## config.mk

```make
export PLATFORM = sky130hd
export DESIGN_NAME = parallel_port_handshake_master_top
export DESIGN_NICKNAME = d
export VERILOG_FILES = /design/src/rtl/pphm_pkg.sv /design/src/rtl/pphm_step.sv /design/src/rtl/parallel_port_handshake_master_top.sv
export SDC_FILE = /design/constraint.sdc
export NUM_CORES = 1
export LEC_CHECK = 0
export BUFFER_PORTS_ARGS = -buffer_cell sky130_fd_sc_hd__buf_2
export CAP_MARGIN = 30
export CORE_MARGIN = 2
export CORE_UTILIZATION = 54
export DETAILED_ROUTE_END_ITERATION = 16
export PLACE_DENSITY = 0.78
export SYNTH_ARGS = -nofsm -noshare
export SYNTH_HDL_FRONTEND = slang
export SYNTH_SLANG_ARGS = --single-unit
```

## constraint.sdc

```tcl
create_clock -name clk -period 7.3 [get_ports clk]
set_input_delay 0.73 -clock clk [delete_from_list [all_inputs] [get_ports clk]]
set_output_delay 0.73 -clock clk [all_outputs]
set_load 0.02 [all_outputs]
```

## src/rtl/pphm_pkg.sv

```systemverilog
// Package with the types and constants shared by the parallel-port handshake master.
package pphm_pkg;

  // Command bytes driven at the start of a transfer
  localparam logic [7:0] CMD_SEND = 8'h11;
  localparam logic [7:0] CMD_RECV = 8'h22;

  // Register indexes (word address bit 2)
  localparam logic REG_TIMEOUT = 1'b0;
  localparam logic REG_STOP    = 1'b1;

  localparam logic [15:0] TIMEOUT_RESET = 16'd10000;

  typedef enum logic [1:0] {
    OP_TICK = 2'd0,
    OP_SEND = 2'd1,
    OP_RECV = 2'd2
  } opcode_t;

  typedef enum logic [3:0] {
    PH_IDLE   = 4'd0,
    PH_S_CMD  = 4'd1,
    PH_S_HI   = 4'd2,
    PH_S_LO   = 4'd3,
    PH_S_DATA = 4'd4,
    PH_R_CMD  = 4'd5,
    PH_R_HI   = 4'd6,
    PH_R_LO   = 4'd7,
    PH_R_DATA = 4'd8
  } phase_t;

  typedef enum logic [1:0] {
    ST_IDLE   = 2'd0,
    ST_ACTIVE = 2'd1,
    ST_DONE   = 2'd2,
    ST_FAIL   = 2'd3
  } status_t;

  // Transfer state carried from beat to beat
  typedef struct packed {
    phase_t      phase;
    logic        pout;
    logic        sel;
    logic        drive;
    logic [7:0]  pin;
    logic [15:0] byte_count;
    logic [15:0] xfer_len;
    logic [15:0] wait_count;
    status_t     last_status;
    logic        rx_mode;
  } xfer_state_t;

  // One result beat
  typedef struct packed {
    logic [7:0]  data_out;
    logic        data_drive;
    logic        sel_out;
    logic        pout_out;
    logic [7:0]  rx_byte;
    logic        rx_valid;
    logic        rx_last;
    logic        tx_take;
    logic [15:0] recv_length;
    status_t     status;
  } result_t;

endpackage

```

## src/rtl/pphm_step.sv

```systemverilog
// Next-state and result logic for one sampling tick of the handshake master.
module pphm_step (
  input  pphm_pkg::xfer_state_t cur,
  input  logic [1:0]            opcode,
  input  logic [15:0]           length,
  input  logic [7:0]            tx_byte,
  input  logic                  busy_in,
  input  logic [7:0]            data_in,
  input  logic [15:0]           timeout_ticks,
  input  logic                  send_stops_on_timeout,
  output pphm_pkg::xfer_state_t nxt,
  output pphm_pkg::result_t     res
);
  import pphm_pkg::*;

  logic        met;
  logic        fin;
  status_t     fin_st;
  logic [15:0] wait_inc;
  logic [15:0] count_inc;
  logic [15:0] rx_len;

  assign wait_inc  = cur.wait_count + 16'd1;
  assign count_inc = cur.byte_count + 16'd1;
  assign rx_len    = {cur.xfer_len[15:8], data_in};

  // Advance the transfer by one tick
  always_comb begin
    nxt          = cur;
    met          = 1'b0;
    fin          = 1'b0;
    fin_st       = ST_IDLE;
    res.rx_byte  = 8'd0;
    res.rx_valid = 1'b0;
    res.rx_last  = 1'b0;
    res.tx_take  = 1'b0;

    if (cur.phase == PH_IDLE) begin
      if (opcode == OP_SEND || opcode == OP_RECV) begin
        nxt.rx_mode     = (opcode == OP_RECV);
        nxt.xfer_len    = (opcode == OP_RECV) ? 16'd0 : length;
        nxt.byte_count  = 16'd0;
        nxt.wait_count  = 16'd0;
        nxt.pin         = (opcode == OP_RECV) ? CMD_RECV : CMD_SEND;
        nxt.drive       = 1'b1;
        nxt.sel         = 1'b1;
        nxt.pout        = 1'b0;
        nxt.phase       = (opcode == OP_RECV) ? PH_R_CMD : PH_S_CMD;
        nxt.last_status = ST_ACTIVE;
      end
    end else begin
      // BUSY must mirror the inverse of POUT; count ticks until it does
      met = (busy_in == !cur.pout);
      if (!met) begin
        nxt.wait_count = wait_inc;
        if (wait_inc >= timeout_ticks) begin
          if (cur.rx_mode || send_stops_on_timeout) begin
            fin    = 1'b1;
            fin_st = ST_FAIL;
          end else begin
            met = 1'b1;
          end
        end
      end
      if (met && !fin) begin
        nxt.wait_count = 16'd0;
        unique case (cur.phase)
          PH_S_CMD: begin
            nxt.pin   = cur.xfer_len[15:8];
            nxt.pout  = 1'b1;
            nxt.phase = PH_S_HI;
          end
          PH_S_HI: begin
            nxt.pin   = cur.xfer_len[7:0];
            nxt.pout  = 1'b0;
            nxt.phase = PH_S_LO;
          end
          PH_S_LO: begin
            if (cur.xfer_len == 16'd0) begin
              fin    = 1'b1;
              fin_st = ST_DONE;
            end else begin
              nxt.pin        = tx_byte;
              res.tx_take    = 1'b1;
              nxt.pout       = 1'b1;
              nxt.byte_count = 16'd0;
              nxt.phase      = PH_S_DATA;
            end
          end
          PH_S_DATA: begin
            nxt.byte_count = count_inc;
            if (count_inc == cur.xfer_len) begin
              fin    = 1'b1;
              fin_st = ST_DONE;
            end else begin
              nxt.pin     = tx_byte;
              res.tx_take = 1'b1;
              nxt.pout    = !cur.pout;
            end
          end
          PH_R_CMD: begin
            nxt.drive = 1'b0;
            nxt.pin   = 8'd0;
            nxt.pout  = 1'b1;
            nxt.phase = PH_R_HI;
          end
          PH_R_HI: begin
            nxt.xfer_len = {data_in, 8'd0};
            nxt.pout     = 1'b0;
            nxt.phase    = PH_R_LO;
          end
          PH_R_LO: begin
            nxt.xfer_len = rx_len;
            if (rx_len == 16'd0) begin
              fin    = 1'b1;
              fin_st = ST_DONE;
            end else begin
              nxt.pout       = 1'b1;
              nxt.byte_count = 16'd0;
              nxt.phase      = PH_R_DATA;
            end
          end
          PH_R_DATA: begin
            res.rx_byte    = data_in;
            res.rx_valid   = 1'b1;
            nxt.byte_count = count_inc;
            if (count_inc == cur.xfer_len) begin
              res.rx_last = 1'b1;
              fin         = 1'b1;
              fin_st      = ST_DONE;
            end else begin
              nxt.pout = !cur.pout;
            end
          end
          default: begin
            fin    = 1'b1;
            fin_st = ST_IDLE;
          end
        endcase
      end
    end

    // Drop all pins and return to idle at the end of a transfer
    if (fin) begin
      nxt.pin         = 8'd0;
      nxt.drive       = 1'b0;
      nxt.sel         = 1'b0;
      nxt.pout        = 1'b0;
      nxt.phase       = PH_IDLE;
      nxt.wait_count  = 16'd0;
      nxt.last_status = fin_st;
    end

    // Report pin levels after this tick's update
    res.data_out    = nxt.pin;
    res.data_drive  = nxt.drive;
    res.sel_out     = nxt.sel;
    res.pout_out    = nxt.pout;
    res.recv_length = nxt.rx_mode ? nxt.xfer_len : 16'd0;
    res.status      = nxt.last_status;
  end

endmodule

```

## src/rtl/parallel_port_handshake_master_top.sv

```systemverilog
// Top level of the parallel-port handshake master: stream ports, APB registers, pipeline.
// Pipeline: an accepted beat passes through the input register, then the result register
// (result register loaded together with the updated transfer state).
// Throughput: one beat per cycle while m_tready does not stall the result register.
// Reset (rst, synchronous): pipeline empty, transfer idle, pins low, status idle,
// timeout_ticks 10000, send_stops_on_timeout 0.
module parallel_port_handshake_master_top (
  input  logic        clk,
  input  logic        rst,
  // APB configuration port
  input  logic        psel,
  input  logic        penable,
  input  logic        pwrite,
  input  logic [2:0]  paddr,
  input  logic [31:0] pwdata,
  output logic [31:0] prdata,
  output logic        pready,
  // Input stream
  input  logic        s_tvalid,
  output logic        s_tready,
  // length[15:0], tx_byte[23:16], busy_in[24], data_in[32:25], zero[39:33]
  input  logic [39:0] s_tdata,
  // opcode[1:0]
  input  logic [1:0]  s_tuser,
  // Result stream
  output logic        m_tvalid,
  input  logic        m_tready,
  // data_out[7:0], data_drive[8], sel_out[9], pout_out[10], rx_byte[18:11],
  // rx_valid[19], tx_take[20], recv_length[36:21], status[38:37], zero[39]
  output logic [39:0] m_tdata,
  // rx_last
  output logic        m_tlast
);
  import pphm_pkg::*;

  logic [15:0] timeout_ticks;
  logic        send_stops_on_timeout;
  logic        cfg_wr;

  logic        s1_valid;
  logic [1:0]  s1_op;
  logic [39:0] s1_data;
  logic        s2_load;

  xfer_state_t state;
  xfer_state_t state_next;
  result_t     res_next;
  result_t     res;

  // Configuration registers
  assign pready = 1'b1;
  assign cfg_wr = psel && penable && pwrite;

  always_ff @(posedge clk) begin
    if (rst) begin
      timeout_ticks         <= TIMEOUT_RESET;
      send_stops_on_timeout <= 1'b0;
    end else if (cfg_wr) begin
      if (paddr[2] == REG_TIMEOUT) begin
        timeout_ticks <= pwdata[15:0];
      end else begin
        send_stops_on_timeout <= pwdata[0];
      end
    end
  end

  always_comb begin
    if (paddr[2] == REG_TIMEOUT) begin
      prdata = {16'd0, timeout_ticks};
    end else begin
      prdata = {31'd0, send_stops_on_timeout};
    end
  end

  // Pipeline control: result register frees up when empty or taken
  assign s2_load  = s1_valid && (!m_tvalid || m_tready);
  assign s_tready = !s1_valid || s2_load;

  // Input register
  always_ff @(posedge clk) begin
    if (rst) begin
      s1_valid <= 1'b0;
    end else if (s_tready) begin
      s1_valid <= s_tvalid;
    end
  end

  always_ff @(posedge clk) begin
    if (s_tready && s_tvalid) begin
      s1_op   <= s_tuser;
      s1_data <= s_tdata;
    end
  end

  pphm_step u_step (
    .cur                   (state),
    .opcode                (s1_op),
    .length                (s1_data[15:0]),
    .tx_byte               (s1_data[23:16]),
    .busy_in               (s1_data[24]),
    .data_in               (s1_data[32:25]),
    .timeout_ticks         (timeout_ticks),
    .send_stops_on_timeout (send_stops_on_timeout),
    .nxt                   (state_next),
    .res                   (res_next)
  );

  // Transfer state advances with each beat moved into the result register
  always_ff @(posedge clk) begin
    if (rst) begin
      state.phase       <= PH_IDLE;
      state.pout        <= 1'b0;
      state.sel         <= 1'b0;
      state.drive       <= 1'b0;
      state.pin         <= 8'd0;
      state.byte_count  <= 16'd0;
      state.xfer_len    <= 16'd0;
      state.wait_count  <= 16'd0;
      state.last_status <= ST_IDLE;
      state.rx_mode     <= 1'b0;
    end else if (s2_load) begin
      state <= state_next;
    end
  end

  // Result register
  always_ff @(posedge clk) begin
    if (rst) begin
      m_tvalid <= 1'b0;
    end else if (s2_load) begin
      m_tvalid <= 1'b1;
    end else if (m_tready) begin
      m_tvalid <= 1'b0;
    end
  end

  always_ff @(posedge clk) begin
    if (s2_load) begin
      res <= res_next;
    end
  end

  assign m_tdata = {1'b0, res.status, res.recv_length, res.tx_take, res.rx_valid,
                    res.rx_byte, res.pout_out, res.sel_out, res.data_drive, res.data_out};
  assign m_tlast = res.rx_last;

  // Idle transfer leaves every pin low and released
  a_idle_pins_low: assert property (@(posedge clk) disable iff (rst)
    state.phase == PH_IDLE |-> !state.drive && !state.sel && !state.pout && state.pin == 8'd0)
    else $error("idle transfer with pins not low");

  // Bus released once the receive command is acknowledged
  a_rx_released: assert property (@(posedge clk) disable iff (rst)
    (state.phase == PH_R_HI || state.phase == PH_R_LO || state.phase == PH_R_DATA)
      |-> !state.drive && state.rx_mode)
    else $error("receive phase with data pins driven");

  // Final received byte is always a received byte
  a_last_valid: assert property (@(posedge clk) disable iff (rst)
    m_tvalid && m_tlast |-> res.rx_valid)
    else $error("rx_last without rx_valid");

  // Never take a send byte and deliver a received byte together
  a_tx_rx_excl: assert property (@(posedge clk) disable iff (rst)
    m_tvalid |-> !(res.tx_take && res.rx_valid))
    else $error("tx_take and rx_valid together");

  // Stalled input register keeps its beat
  a_s1_hold: assert property (@(posedge clk) disable iff (rst)
    s1_valid && !s2_load |=> s1_valid && $stable(s1_data) && $stable(s1_op))
    else $error("input register lost a stalled beat");

endmodule
```

# Word level (Yosys, flattened, before mapping)
# Cells that the tools add are included.
dict set report word_totals {
  latch_bits 0
  mem_bits_rw 0
  regBits 160
  wordCells 139
  inputBits 84
  mem_bits_ro 0
  n_memories 0
  output_inout_bits 76
}
dict set report classes {
  bitwise 3
  div_mod_pow 0
  n_eq_ne 19
  shifts 0
  mux 56
  n_lt_le_gt_ge 1
  reduce_logical 32
  n_mul 0
  addsub 2
}
# op count
set op_table {}
lappend op_table {{57-bit two-way mux} 2}
lappend op_table {{66-bit two-way mux} 1}
lappend op_table {{16-bit two-way mux} 4}
lappend op_table {{16-bit one-hot mux with 3 select lines} 1}
lappend op_table {{8-bit one-hot mux with 5 select lines} 1}
lappend op_table {{16-bit by 1-bit adder with 16-bit output, second input constant} 2}
lappend op_table {{16-bit logical NOT} 2}
lappend op_table {{16-bit one-hot mux with 2 select lines} 1}
lappend op_table {{24-bit two-way mux} 1}
lappend op_table {{4-bit one-hot mux with 6 select lines} 1}
lappend op_table {{1-bit two-way mux} 21}
lappend op_table {{5-bit two-way mux} 4}
lappend op_table {{18-bit two-way mux} 1}
lappend op_table {{2-bit two-way mux} 9}
lappend op_table {{16-bit == test} 1}
lappend op_table {{4-bit by 3-bit == test with 1-bit output, second input constant} 4}
lappend op_table {{16-bit greater-or-equal comparator} 1}
lappend op_table {{15-bit two-way mux} 1}
lappend op_table {{4-bit by 2-bit != test with 1-bit output, second input constant} 3}
lappend op_table {{6-bit AND reduction} 2}
lappend op_table {{3-bit by 2-bit != test with 1-bit output, second input constant} 3}
lappend op_table {{4-bit by 2-bit == test with 1-bit output, second input constant} 2}
lappend op_table {{8-bit two-way mux} 1}
lappend op_table {{2-bit one-hot mux with 4 select lines} 1}
lappend op_table {{25 further kinds} 43}

# Logic depth before layout (Yosys ltp)
dict set report depth {
  ltp_word 11
  depth_mapped 16
  mapped_depth_nobuf 15
}

# Modules after synthesis
# From an unflattened synthesis, not the netlist that was laid out.
dict set report unflattened {
  hier_cells 1096
  area_unflattened_um2 9949.5
}
# module seq_area_each_um2 cells_each area_per_inst_um2 n_inst
set by_module_without_submodules {}
lappend by_module_without_submodules {parallel_port_handshake_master_top 3953.8 485 6200.9 1}
lappend by_module_without_submodules {pphm_step 0.0 611 3748.6 1}

# Least setup slack after synthesis
# No wires, ideal clock.
dict set report synth_timing {
  path_kind {register to register}
  startpoint {register state[3] (netlist bit)}
  endpoint {register res, in the netlist m_tdata[29], data pin}
  setup_time_ns 0.266
  path_stages_with_launch 16
  arrival_time_ns 3.366
  n_path_buf 1
  setup_slack_ns 3.667
  cell_sequence {dfxtp_1 > ha_1 > nand3_1 > nor3_1 > and3_1 > xor2_1 > ha_1 > nand2_1 > o21ai_0 > or3b_1 > a211oi_1 > nor3_2 > and3_1 > clkbuf_1 > a222oi_1 > nor2_1}
}
dict set report synth_via {
  elab_chain_cells 9
}
# element line_no
set synth_lines {}
lappend synth_lines {{start, declared} parallel_port_handshake_master_top.sv:45} ;# xfer_state_t state;
lappend synth_lines {{start signal, assigned} parallel_port_handshake_master_top.sv:122} ;# state <= state_next;
lappend synth_lines {{16-bit by 1-bit adder with 16-bit output *} pphm_step.sv:23} ;# assign wait_inc = cur.wait_count + 16'd1;
lappend synth_lines {{16-bit greater-or-equal comparator *} pphm_step.sv:56} ;# if (wait_inc >= timeout_ticks) begin
lappend synth_lines {{1-bit two-way mux} pphm_step.sv:56}
lappend synth_lines {{1-bit two-way mux} pphm_step.sv:54} ;# if (!met) begin
lappend synth_lines {{1-bit two-way mux} pphm_step.sv:38} ;# if (cur.phase == PH_IDLE) begin
lappend synth_lines {{1-bit logical NOT} pphm_step.sv:65} ;# if (met && !fin) begin
lappend synth_lines {{1-bit logical AND *} pphm_step.sv:65}
lappend synth_lines {{57-bit two-way mux *} pphm_step.sv:65}
lappend synth_lines {{57-bit two-way mux *} pphm_step.sv:38}
lappend synth_lines {{end signal, assigned} parallel_port_handshake_master_top.sv:139} ;# res <= res_next;
lappend synth_lines {{end, declared} parallel_port_handshake_master_top.sv:48} ;# result_t res;
# Mark *: on every way between the ends. The rest lies on a longest branch, timed or not. The select of a mux whose other input is x is not followed.
# A chain may end at the register's enable or synchronous reset.

# Worst setup path after layout
dict set report layout_timing {
  startpoint {register state[3] (netlist bit)}
  endpoint {register state[46] (netlist bit)}
}
dict set report layout_via {
  elab_chain_cells 9
}
# element line_no
set layout_lines {}
lappend layout_lines {{16-bit by 1-bit adder with 16-bit output *} pphm_step.sv:23}
lappend layout_lines {{16-bit greater-or-equal comparator *} pphm_step.sv:56}
lappend layout_lines {{1-bit two-way mux} pphm_step.sv:56}
lappend layout_lines {{1-bit two-way mux} pphm_step.sv:54}
lappend layout_lines {{1-bit two-way mux} pphm_step.sv:38}
lappend layout_lines {{1-bit logical NOT} pphm_step.sv:65}
lappend layout_lines {{1-bit logical AND *} pphm_step.sv:65}
lappend layout_lines {{2-bit nonzero test (no line) *} -}
lappend layout_lines {{6-bit AND reduction (no line) *} -}
# Marked as above.

==> summary.md <==
| Metric | Value |
|---|---|
| Run status | `finished, final reports clean` |
| Max Clock Skew | `0.00913 ns` |
| CTS sink count | `160` |
| Start-to-end type of the worst setup path | `reg -> reg` |
| Fraction of the yosys area taken by sequential cells | `0.455` |
| CTS hold repair buffers | `0` |
| Die Ht | `~130 um` |
| DRT iter0 DRCs | `around 810` |
| Setup violators final | `0` |
| Clock latency of the later-clocked register in the worst-skew pair | `about 0.44 ns` |
| Placement Cell Area | `9310 um^2` |
| Count of flip-flops with a built-in enable after synthesis | `between 70 and 80` |
| Number of hold violations in the final report | `0` |
| Initial cell density of the core | `0.550` |
| Warnings, synthesis | `0` |
| Fin Setup TNS | `0 ns` |
| Pin slew with the least headroom to its limit | `0.917 ns` |
| Layout cells sized above 1 | `0.180` |
| Worst supply voltage drop on vdd | `192 uV` |
| Req. time, crit path | `around 7.6 ns` |
| H-tree depth | `4` |
| Post-Route Hold Slack | `~0.46 ns` |
| Met3 Wirelength | `between 1.5 and 2 mm` |
| Pin count of the biggest net entering global routing | `74` |
| Number of storage elements in the synthesis netlist | `160` |
| Non-Filler Cell Area, Final | `between 9000 and 10000 um^2` |
| Routed Antenna Nets | `0` |
| Slew Limit Fails | `0` |
| Routability Congestion | `~0.94` |
| Area inside the core boundary | `between 15000 and 20000 um^2` |
| Unrepaired setup endpoints after global routing | `no` |
| DR vias | `about 7700` |
| Distinct cell type count of the synthesized netlist | `84` |
| Vias per Instance | `around 6.1` |
| Post-cts sizing count | `0` |
| Startpoint type of the worst setup path | `register` |
| Rows | `46` |
| Max-cap viol count | `0` |
| DIE AREA | `between 15000 and 20000 um^2` |
| Cell area after synthesis | `~8700 um^2` |
| Leakage power summed over all cells | `0.00394 uW` |
| Number of I/O port buffers | `~120` |
| Root cell of the clock tree | `sky130_fd_sc_hd__clkbuf_16` |
| Detailed placement HPWL | `roughly 16 mm` |
| Buffer count from post-CTS setup fixing | `0` |
| Proportion of synthesized flip-flops having asynchronous set or reset | `0` |
| Avg WL per Cell | `~18 um` |
| Final period demand of the worst path | `4.71 ns` |
| CTS tree | `built` |
| NumNets Final | `around 1100` |
| Wire length of the first global-routing pass | `35.9 mm` |
| Critical path peak fanout | `28` |
| Number of antenna violations at the first check in global routing | `0` |
| Mean area per synthesized cell | `about 9.1 um^2` |
| Type of the tightest min-delay check | `reg -> reg` |
| Top flip-flop cell by instance count after synthesis | `sky130_fd_sc_hd__dfxtp_1` |
| Die outline width | `~130 um` |
| Endpoint kind of the worst setup timing path | `register` |
| Crit path DAT | `5.01 ns` |
| Total DRC errors in the routed layout | `0` |
| Final wirelength | `approximately 23 mm` |
| Global-route usage over all layers | `0.273` |
| Maximum achievable frequency | `0.212 GHz` |
| M1 WL | `just over 9 mm` |
| Clk slew on worst S/H paths | `about 0.070 ns` |
| Number of cells produced by synthesis | `approximately 950` |
| TritonCTS Buffers | `17` |
| Headroom to the max-slew limit | `0.386` |
| Number of global-route vias before repair | `approximately 7000` |
| Top routing layer used | `met4` |
| Number of placed I/O pins | `160` |
| Area Growth Syn to Fin | `13.9%` |
| Aggregate global routing overflow | `0` |
| First-pass iteration count of the detailed router | `7` |
| Final period util | `0.645` |
| Maximum buffer depth of the clock tree | `2` |
| P per Cell Area | `between 200 and 250 nW/um^2` |
| Length of routed met2 wiring | `roughly 11 mm` |
cell usage after synthesis (20+ instances only):
library cell	number	area share
sky130_fd_sc_hd__o21ai_0	33	0.019
sky130_fd_sc_hd__nand3_1	21	0.012
sky130_fd_sc_hd__xnor2_1	20	0.020
sky130_fd_sc_hd__nor2_1	112	0.048
sky130_fd_sc_hd__dfxtp_1	85	0.20
sky130_fd_sc_hd__edfxtp_1	75	0.26
sky130_fd_sc_hd__inv_1	30	0.013
sky130_fd_sc_hd__clkbuf_1	47	0.020
sky130_fd_sc_hd__nand2_1	98	0.042
sky130_fd_sc_hd__a21oi_1	64	0.037
sky130_fd_sc_hd__a211oi_1	25	0.022
sky130_fd_sc_hd__nand4_1	30	0.022
area by class of cell:
type	count	area (um^2)
clock inverters	14	146
multi-input cells	698	4300
repair buffers	126	667
fillers	1367	5890
clock buffers	18	429
flip-flops and latches	160	3950
inverters	32	120
well taps	216	270
diodes	1	2.50
power breakdown:
group	switching [uW]	internal, uW	leakage, uW
combinational	202	100	0.00224
clock	411	456	0.000285
sequential	35.2	979	0.00141
stage by stage:
step | power [uW] | util | std cells | setup WS, ns
finish | 2180 | 0.627 | 1265 | 2.59
global route | 2260 | 0.627 | 1264 | 2.14
CTS | 2190 | 0.627 | 1264 | 2.62
detailed placement | 1330 | 0.590 | 1232 | 2.67
global placement | 1320 | 0.588 | 1229 | 2.68
floorplan | 1240 | - | 968 | 3.67
worst paths after layout:
kind	cells past startpoint	slack (ns)	to	start
setup / recovery	16	2.59	state[46]	state[3]
hold / removal	2	0.46	timeout_ticks[7]	timeout_ticks[7]
setup reg to reg	16	2.59	state[46]	state[3]
hold reg to reg	2	0.46	timeout_ticks[7]	timeout_ticks[7]
layer usage:
metal,track usage,vias up
met5,0,-
met4,0.108,0
met3,0.0611,74
met2,0.444,372
met1,0.357,3593
li1,-,3636
worst max-delay path, stage by stage, from the launching register on:
cell and delay [ns]:
sky130_fd_sc_hd__dfxtp_1 0.42, sky130_fd_sc_hd__ha_1 0.21, sky130_fd_sc_hd__nand3_1 0.15, sky130_fd_sc_hd__nor3_1 0.43, sky130_fd_sc_hd__and3_1 0.24, sky130_fd_sc_hd__xor2_1 0.21
sky130_fd_sc_hd__ha_1 0.28, sky130_fd_sc_hd__nand2_1 0.06, sky130_fd_sc_hd__o21ai_0 0.10, sky130_fd_sc_hd__or3b_1 0.39, sky130_fd_sc_hd__a211oi_1 0.37, sky130_fd_sc_hd__nor3_2 0.06
sky130_fd_sc_hd__buf_4 0.24, sky130_fd_sc_hd__o2111ai_2 0.69, sky130_fd_sc_hd__nor2_1 0.35, sky130_fd_sc_hd__a32oi_1 0.29, sky130_fd_sc_hd__nor2_1 0.05
cells by family (layout without fill, tap and decap cells):
family	after synthesis	in the layout	synth area share
other cells	2	19	0.000865
fa+ha+maj	19	19	0.0274
flops	160	160	0.455
compound gates	229	229	0.185
simple gates	388	388	0.227
xor+xnor	32	32	0.0339
buf+inv	110	190	0.0568
mux	12	12	0.0141
flip-flops by register name, summed over array words and instances (netlist names):
signal,count
m_tdata,39
m_tlast,1
m_tvalid,1
s1_data,33
s1_op,2
s1_valid,1
send_stops_on_timeout,1
state,66
timeout_ticks,16
placed cells by master (no fill, tap or decap), types with 9 or more instances in the layout:
master,n
sky130_fd_sc_hd__nor3_1,11
sky130_fd_sc_hd__a21oi_1,64
sky130_fd_sc_hd__nor2b_1,15
sky130_fd_sc_hd__inv_1,30
sky130_fd_sc_hd__a22oi_1,12
sky130_fd_sc_hd__conb_1,18
sky130_fd_sc_hd__nor4_1,9
sky130_fd_sc_hd__a221oi_1,9
sky130_fd_sc_hd__a211oi_1,25
sky130_fd_sc_hd__clkbuf_16,17
sky130_fd_sc_hd__nand3_1,21
sky130_fd_sc_hd__and3_1,19
sky130_fd_sc_hd__and2_1,10
sky130_fd_sc_hd__mux2i_1,10
sky130_fd_sc_hd__nand2_1,98
sky130_fd_sc_hd__buf_2,116
sky130_fd_sc_hd__xor2_1,11
sky130_fd_sc_hd__edfxtp_1,75
sky130_fd_sc_hd__xnor2_1,20
sky130_fd_sc_hd__a211o_1,11
sky130_fd_sc_hd__nor2_1,112
sky130_fd_sc_hd__ha_1,19
sky130_fd_sc_hd__dfxtp_1,85
sky130_fd_sc_hd__o21ai_0,33
sky130_fd_sc_hd__nand4_1,30
No activity file was read; power rests on OpenSTA's default activity.
